**config.mk**
```make
export PLATFORM = sky130hd
export DESIGN_NAME = nfpa_ctrl
export DESIGN_NICKNAME = d
export VERILOG_FILES = /design/src/hw/rtl/nfpa_pkg.sv /design/src/hw/rtl/nfpa_ctrl.sv
export SDC_FILE = /design/constraint.sdc
export NUM_CORES = 1
export LEC_CHECK = 0
export BUFFER_PORTS_ARGS = -buffer_cell sky130_fd_sc_hd__buf_2
export CORE_MARGIN = 5
export CORE_UTILIZATION = 30
export CTS_BUF_LIST = sky130_fd_sc_hd__clkbuf_2
export DETAILED_ROUTE_END_ITERATION = 10
export PLACE_DENSITY_LB_ADDON = 0.3
export SLEW_MARGIN = 20
export SYNTH_ARGS = -nofsm -noshare
export SYNTH_HDL_FRONTEND = slang
export SYNTH_SLANG_ARGS = --single-unit
```
**constraint.sdc**
```tcl
create_clock -name clk_i -period 2.4 [get_ports clk_i]
set_input_delay 0.48 -clock clk_i [delete_from_list [all_inputs] [get_ports clk_i]]
set_output_delay 0.48 -clock clk_i [all_outputs]
set_load 0.005 [all_outputs]
```
**src/hw/rtl/nfpa_pkg.sv**
```systemverilog
`timescale 1ns / 1ps
// Shared constants, codes and control/status types of the next-fit page allocator.
// Depends on nothing; every other file of the block imports it.
package nfpa_pkg;

  // Page table geometry.
  localparam int PAGES      = 1024;
  localparam int PAGE_SHIFT = 9;
  localparam int PAGE_AW    = $clog2(PAGES);      // page index width
  localparam int CNT_W      = PAGE_AW + 1;        // holds a page count up to PAGES
  localparam int ENT_W      = PAGE_AW + 1;        // used flag on top of owner page

  // Field widths of the request and result items.
  localparam int CMD_W  = 2;
  localparam int SIZE_W = 20;
  localparam int OFF_W  = 19;
  localparam int REQ_W  = SIZE_W - PAGE_SHIFT + 1; // rounded-up page count of a size
  localparam int BYTE_W = CNT_W + PAGE_SHIFT;      // byte span of a page count

  // Request command codes.
  typedef enum logic [CMD_W-1:0] {
    OP_ALLOC = 2'd0,
    OP_FREE  = 2'd1,
    OP_QUERY = 2'd2
  } op_e;

  // Which value set the result register takes.
  typedef enum logic [1:0] {
    RES_FAIL  = 2'd0,
    RES_ALLOC = 2'd1,
    RES_WALK  = 2'd2,
    RES_NONE  = 2'd3
  } res_sel_e;

  // Commands from the controller to the datapath.
  typedef struct packed {
    logic     clr_en;
    logic     accept;
    logic     scan_start;
    logic     scan_wrap;
    logic     scan_run;
    logic     zero_pick;
    logic     mark_en;
    logic     cursor_upd;
    logic     look_rd;
    logic     load_j;
    logic     walk_rd;
    logic     walk_step;
    logic     load_result;
    res_sel_e res_sel;
  } nfpa_cmd_t;

  // Status from the datapath to the controller.
  typedef struct packed {
    logic [CMD_W-1:0] op;
    logic             clr_last;
    logic             req_ok;
    logic             req_zero;
    logic             scan_hit;
    logic             scan_done;
    logic             mark_last;
    logic             look_ok;
    logic             j_in_table;
    logic             walk_match;
  } nfpa_status_t;

endpackage

```
**src/hw/rtl/nfpa_ctrl.sv**
```systemverilog
`timescale 1ns / 1ps
// Sequencer of the page allocator: clearing pass, dispatch, scan, mark and walk.
// Depends on nfpa_pkg; drives the datapath through nfpa_cmd_t.
module nfpa_ctrl (
  input  logic                  clk_i,
  input  logic                  rst_ni,
  input  logic                  in_valid_i,
  output logic                  in_ready_o,
  output logic                  out_valid_o,
  input  logic                  out_ready_i,
  input  nfpa_pkg::nfpa_status_t st_i,
  output nfpa_pkg::nfpa_cmd_t    cmd_o
);
  import nfpa_pkg::*;

  typedef enum logic [10:0] {
    ST_CLEAR    = 11'b000_0000_0001,
    ST_IDLE     = 11'b000_0000_0010,
    ST_DISPATCH = 11'b000_0000_0100,
    ST_SCAN_F   = 11'b000_0000_1000,
    ST_SCAN_W   = 11'b000_0001_0000,
    ST_MARK     = 11'b000_0010_0000,
    ST_FINISH   = 11'b000_0100_0000,
    ST_W_OWN    = 11'b000_1000_0000,
    ST_W_RD     = 11'b001_0000_0000,
    ST_W_EV     = 11'b010_0000_0000,
    ST_DONE     = 11'b100_0000_0000
  } state_e;

  state_e   state_q, state_d;
  res_sel_e res_sel_q, res_sel_d;
  logic     out_valid_q, out_valid_d;

  always_comb begin
    state_d     = state_q;
    res_sel_d   = res_sel_q;
    cmd_o       = '0;
    cmd_o.res_sel = res_sel_q;
    in_ready_o  = 1'b0;
    out_valid_d = out_valid_q;
    if (out_ready_i) begin
      out_valid_d = 1'b0;
    end
    case (state_q)
      ST_CLEAR: begin
        cmd_o.clr_en = 1'b1;
        if (st_i.clr_last) begin
          state_d = ST_IDLE;
        end
      end
      ST_IDLE: begin
        in_ready_o = 1'b1;
        if (in_valid_i) begin
          cmd_o.accept = 1'b1;
          state_d      = ST_DISPATCH;
        end
      end
      ST_DISPATCH: begin
        if (st_i.op == OP_ALLOC) begin
          if (!st_i.req_ok) begin
            res_sel_d = RES_FAIL;
            state_d   = ST_DONE;
          end else if (st_i.req_zero) begin
            cmd_o.zero_pick = 1'b1;
            state_d         = ST_FINISH;
          end else begin
            cmd_o.scan_start = 1'b1;
            state_d          = ST_SCAN_F;
          end
        end else if (st_i.op == OP_FREE || st_i.op == OP_QUERY) begin
          res_sel_d = RES_WALK;
          if (st_i.look_ok) begin
            cmd_o.look_rd = 1'b1;
            state_d       = ST_W_OWN;
          end else begin
            state_d = ST_DONE;
          end
        end else begin
          res_sel_d = RES_NONE;
          state_d   = ST_DONE;
        end
      end
      ST_SCAN_F: begin
        cmd_o.scan_run = 1'b1;
        if (st_i.scan_hit) begin
          state_d = ST_MARK;
        end else if (st_i.scan_done) begin
          cmd_o.scan_start = 1'b1;
          cmd_o.scan_wrap  = 1'b1;
          state_d          = ST_SCAN_W;
        end
      end
      ST_SCAN_W: begin
        cmd_o.scan_run = 1'b1;
        if (st_i.scan_hit) begin
          state_d = ST_MARK;
        end else if (st_i.scan_done) begin
          res_sel_d = RES_FAIL;
          state_d   = ST_DONE;
        end
      end
      ST_MARK: begin
        cmd_o.mark_en = 1'b1;
        if (st_i.mark_last) begin
          state_d = ST_FINISH;
        end
      end
      ST_FINISH: begin
        cmd_o.cursor_upd = 1'b1;
        res_sel_d        = RES_ALLOC;
        state_d          = ST_DONE;
      end
      ST_W_OWN: begin
        cmd_o.load_j = 1'b1;
        state_d      = ST_W_RD;
      end
      ST_W_RD: begin
        if (st_i.j_in_table) begin
          cmd_o.walk_rd = 1'b1;
          state_d       = ST_W_EV;
        end else begin
          state_d = ST_DONE;
        end
      end
      ST_W_EV: begin
        if (st_i.walk_match) begin
          cmd_o.walk_step = 1'b1;
          state_d         = ST_W_RD;
        end else begin
          state_d = ST_DONE;
        end
      end
      ST_DONE: begin
        if (!out_valid_q || out_ready_i) begin
          cmd_o.load_result = 1'b1;
          out_valid_d       = 1'b1;
          state_d           = ST_IDLE;
        end
      end
      default: begin
        state_d = ST_CLEAR;
      end
    endcase
  end

  always_ff @(posedge clk_i or negedge rst_ni) begin
    if (!rst_ni) begin
      state_q     <= ST_CLEAR;
      res_sel_q   <= RES_NONE;
      out_valid_q <= 1'b0;
    end else begin
      state_q     <= state_d;
      res_sel_q   <= res_sel_d;
      out_valid_q <= out_valid_d;
    end
  end

  assign out_valid_o = out_valid_q;

endmodule

```
==> results of run 1 <==
logic make-up (layout without fill, tap and decap cells):
| group | after synthesis | count (layout) | share of synthesized area, % |
|---|---|---|---|
| AOI/OAI and AO/OA | 19 | 19 | 13.7 |
| xor gates and xnor gates | 2 | 2 | 1.67 |
| adders and majority gates | 2 | 2 | 2.39 |
| DFF | 14 | 14 | 33.8 |
| buffers and inverters | 12 | 65 | 5.37 |
| and+or+nand+nor | 70 | 70 | 43.1 |
registers in the layout, summed over array words and instances, names as in the netlist:
name,cells
state_q,11
res_sel_q,2
out_valid_o,1
placed cells by master (no fill, tap or decap), drive strengths merged, types with 4 or more instances in the layout:
| cell | netlist | routed |
|---|---|---|
| nor2b | 5 | 5 |
| nand3 | 4 | 4 |
| dfrtp | 11 | 11 |
| nand2 | 7 | 7 |
| inv | 6 | 6 |
| nor3b | 7 | 7 |
| and2 | 5 | 5 |
| nor4 | 4 | 4 |
| nor2 | 12 | 12 |
| a21oi | 4 | 4 |
| buf | 3 | 55 |
| clkbuf | 3 | 4 |
| nor3 | 8 | 8 |
power breakdown:
group	total (mW)	leakage [nW]	internal, mW	switching [mW]
sequential	0.333	0.174	0.295	0.0385
combinational	0.578	0.581	0.305	0.273
clock	0.123	0.0166	0.0442	0.0790
worst paths after layout:
| kind | end | depth (start not counted) |
|---|---|---|
| min in group clk_i | state_q[3]$_DFFE_PN0P_ | 2 |
| worst max-delay path | cmd_o[12] | 5 |
| max in group asynchronous | res_sel_q[1]$_DFFE_PN1P_ | 1 |
| worst min register to register | res_sel_q[1]$_DFFE_PN1P_ | 2 |
| worst min-delay path | out_valid_o$_DFF_PN0_ | 1 |
| worst max register to register | state_q[6]$_DFFE_PN0P_ | 7 |
cells in the mapped netlist (2+ instances only):
cell type	count	area, sq um
nor2_1	12	45.0
xor2_1	2	17.5
ha_1	2	25.0
buf_2	2	10.0
nand4_1	2	12.5
or2_2	3	18.8
dfrtp_1	11	275
o21ai_0	2	10.0
nand3_1	2	10.0
o2bb2ai_1	2	17.5
nor4_1	3	18.8
nand4b_1	3	26.3
nand2_1	7	26.3
clkbuf_1	2	7.51
inv_1	6	22.5
nor3b_1	6	45.0
nor3_1	8	40.0
a21oi_1	4	20.0
and2_1	5	31.3
nor2b_1	5	31.3
nand2b_1	3	18.8
nand3_2	2	20.0
dfstp_2	3	78.8
stage by stage:
stage	setup TNS, ns	area, sq um
2_1_floorplan	0	1050
3_3_place_gp	0	1280
3_5_place_dp	0	1280
4_1_cts	-0.322	1410
5_1_grt	-0.854	1560
6_report	-0.190	1560
cell type report:
type	instances	area (sq um)	area share, %
Multi-Input combinational cell	93	752	48.4
Sequential cell	14	362	23.3
Timing Repair Buffer	55	342	22.0
Tap cell	46	57.6	3.70
Inverter	6	22.5	1.45
Clock buffer	4	20.0	1.29
timing repair:
item	4_1_cts	5_1_grt
pin swaps	4	8
buffers inserted	9	8
resized for setup	13	17
endpoints found under the setup margin	9	11
layer usage:
metal	track usage (%)	vias up	routed length [um]
li1	-	540	-
met2	23.0	35	1600
met4	3.69	0	38
met1	15.6	542	1400
met5	0	-	0
met3	2.62	8	145
==> run metrics, run 1 <==
RSZ-0062 raised after global routing true; worst-margin pin slew 0.350 ns; ys async rst share 100%; initial antenna violation count 0; Synth cell types 45; remaining global-route overflow 0; Post-Syn Nets ~140; Routed Antenna Nets 0; WP data required about 1.9 ns; Worst path most repeated cell nor4_4; Post-Place Setup Slack around 0.13 ns; Ys Warns 0; Crit Path Max Fanout 4; min-delay worst type input port to asynchronous set/reset pin; r2r startpoint state_q[1]$_DFFE_PN0P_; Initial DRC Count 37; Lkg Pwr just under 0.8 nW; final hold slack about 0.07 ns; fin nets 190; Synth-to-Final Area Change 48.3%; GPL Wtd Cong between 0.8 and 0.9; Syn Inst Count between 100 and 150; cts hold-fix bufs 0; Final Cycle Share 103%; Die X roughly 70 um; dpl hpwl approximately 2300 um; Boundary Pins 32; delay-heaviest family, CP simple AND/OR/NAND/NOR gates; H-tree levels 1; clk slew on worst S/H paths roughly 0.14 ns; MaxCap Viol Count 0; Max Slew Vio Count 0; CTS Buf Count 3; routed vias approximately 1,100; root cell of the clock tree clkbuf_2; Final Util between 40% and 50%; routed vias/inst 5.16; Slew headroom between 70 and 80%; global-route wire length before repair 5200 um; CP Class flop to output port; Core ar. 3360 sq um; Main synth FF type dfrtp_1; status finished, violations left; clock latency on the worst-skew pair just under 0.3 ns; Post-route DRC 0; WL per Instance ~15 um; Mapped Avg Cell Area just under 9 sq um; post-synthesis sequential element count 14; Core Rows 21; Setup violations, final 3; share of layout cells above drive strength 1 a little over half; first drt pass iteration count 4; PnR worst setup slack -0.0825 ns; Clock Tree Buf Depth 2; post-layout minimum cycle time 2.48 ns; synthesized area ~1000 sq um; number of synthesized flops with an enable pin 0; Final Hold Fails 0; max frequency between 400 and 500 MHz; skew final 0.0104 ns; Power Dens Cells around 670 nW/um^2; vias in the first global route around 1,200; Setup crit end kind output port; CTS tree built; Power Total 1.03 mW; critical path cell sequence nor4_4 -> nand4b_1 -> nor4_4 -> o21bai_1 -> buf_2; register area share after synthesis approximately a third; r2r setup slk between 0.2 and 0.3 ns; final wirelength between 3000 and 4000 um; Max IR drop VDD roughly 0.00040 V; Largest stage delay, worst path about 0.48 ns; Die Area around 4800 sq um; # fillers between 300 and 400; WP data arrival about 2 ns; CTS sink cnt 14; dpl cells 197; GRT Total Usage about an eighth; Diodes inserted 0; Startpoint Class flop; Crit path buffers/inverters 1; largest net degree at the start of global routing 15; die height 69.1 um; port bufs 31; failing checks negative setup slack; CP max stage cell dfrtp_2; Initial Utilization between 30% and 40%; final cell count without fillers ~220; launch point of the worst path state_q[9]$_DFFE_PN0P_
Note: power is estimated with default switching activity, not from simulation.
==> inputs of run 2 (changes only) <==
- clock period: 2.4 -> 2.46 ns (I/O delays scaled with it)
==> run 2 against run 1 <==
Net effect: the flow still finishes with violations (negative setup slack); design area fell by 3.9%; clock power fell by 7%; non-clock buffer count fell by 5; die area did not move; first-iteration DRC count fell by 8.1%; clock-buffer cell count fell by 1; power fell by 2.0%; global-route usage fell by 0.38 points; wire length fell by 3.5%.
==> run metrics, run 2 (synthesis gave the netlist of run 1 again) <==
number of flip-flops in the largest register 11; Power Dens Cells 678 nW/um^2; clock latency on the worst-skew pair just under 0.3 ns; Initial Utilization between 30% and 40%; delay-heaviest family, CP simple AND/OR/NAND/NOR gates; critical path cell sequence nor4_4 -> nand4b_1 -> nor4_4 -> o21bai_1 -> buf_2; Final Cycle Share 101%; Die Area ~4800 sq um; RSZ-0062 raised after global routing true; Largest Register state_q; global-route wire length before repair 5040 um; post-layout minimum cycle time ~2.5 ns; largest net degree at the start of global routing 15; Final Hold Fails 0; MaxCap Viol Count 0; Largest stage delay, worst path roughly 0.48 ns; share of layout cells above drive strength 1 between 40% and 50%; fin nets about 190; GPL Wtd Cong between 0.7 and 0.8; WP data arrival approximately 2 ns; Core Rows 21; Core ar. ~3400 sq um; Initial DRC Count 34; root cell of the clock tree clkbuf_2; min-delay worst type input port to asynchronous set/reset pin; max frequency ~400 MHz; CP Class flop to output port; commonest non-fill, non-tap cell in the layout buf_2; H-tree levels 1; clk slew on worst S/H paths 0.15 ns; Crit path buffers/inverters 1; Clock Tree Buf Depth 2; Slew headroom 73.0%; Worst path most repeated cell nor4_4; Startpoint Class flop; CP max stage cell dfrtp_2; final wirelength 3070 um; Diodes inserted 0; routed vias between 1,000 and 1,500; Routed Antenna Nets 0; WL per Instance between 10 and 15 um; dpl hpwl roughly 2100 um; port bufs 31; CTS sink cnt 14; launch point of the worst path state_q[5]$_DFFE_PN0P_; vias in the first global route 1,091; Crit Path Max Fanout 6; Post-route DRC 0; die height about 69 um; status finished, violations left; commonest cells after routing, fill and taps aside buf_2 (31), buf_4 (19), nor2_1 (10); routed vias/inst 5.04; Synth-to-Final Area Change 42.6%; r2r setup slk roughly 0.28 ns; initial antenna violation count 0; WP data required roughly 2 ns; CTS Buf Count 3; PnR worst setup slack -0.0139 ns; skew final approximately 0.011 ns; Setup crit end kind output port; Setup violations, final 1; r2r startpoint state_q[5]$_DFFE_PN0P_; remaining global-route overflow 0; Lkg Pwr 0.733 nW; final hold slack approximately 0.08 ns; Max Slew Vio Count 0; failing checks negative setup slack; GRT Total Usage roughly an eighth; Boundary Pins 32; Max IR drop VDD slightly above 0.0004 V; CTS tree built; first drt pass iteration count 4; worst-margin pin slew between 0.4 and 0.5 ns; Final Util 44.5%; Die X slightly below 70 um
[run 2: what timing repair did]
item / 4_1_cts / 5_1_grt
pin swaps: 4 / 12
setup buffers: 8 / 6
resized for setup: 10 / 15
endpoints found under the setup margin: 10 / 11
hold buffers: 0 / 0
hold endpoints to repair: 0 / 0
[run 2: worst paths after layout]
path / end / cells past startpoint
worst min register to register: res_sel_q[1]$_DFFE_PN1P_ / 2
min in group clk_i: state_q[3]$_DFFE_PN0P_ / 2
worst min-delay path: out_valid_o$_DFF_PN0_ / 1
max in group asynchronous: res_sel_q[1]$_DFFE_PN1P_ / 1
worst max-delay path: cmd_o[12] / 5
worst max register to register: state_q[6]$_DFFE_PN0P_ / 5
[run 2: cell type report]
| class | instances | area (sq um) |
|---|---|---|
| fill | 361 | 1870 |
| multi-input combinational | 93 | 737 |
| sequential | 14 | 362 |
| timing repair buffer | 50 | 298 |
| clock buffer | 3 | 15.0 |
| inverter | 6 | 22.5 |
| clock inverter | 1 | 3.75 |
| tap | 46 | 57.6 |
[run 2: where the power goes]
| part | internal (mW) | switching, mW | total [mW] |
|---|---|---|---|
| sequential | 0.289 | 0.0396 | 0.329 |
| clock | 0.0353 | 0.0796 | 0.115 |
| combinational | 0.304 | 0.267 | 0.570 |
| total | 0.628 | 0.386 | 1.01 |
[run 2: per-stage QoR]
step	power, mW	instance area, sq um	setup slack [ns]	setup TNS (ns)	std cells
6_report	1.01	1500	-0.0139	-0.0139	213
5_1_grt	1.09	1500	-0.130	-0.321	213
4_1_cts	0.927	1380	-0.0534	-0.141	207
3_5_place_dp	0.720	1260	0.183	0	195
3_3_place_gp	0.714	1260	0.246	0	195
2_1_floorplan	0.615	1050	0.378	0	119
[run 2: per-layer routing]
layer | wire (um) | part of all wire [%] | global-route usage [%]
met3 | 198 | 6.5 | 4.36
met5 | 0 | 0 | 0
met2 | 1470 | 48 | 21.1
met4 | 34 | 1.1 | 2.17
met1 | 1370 | 45 | 15.7
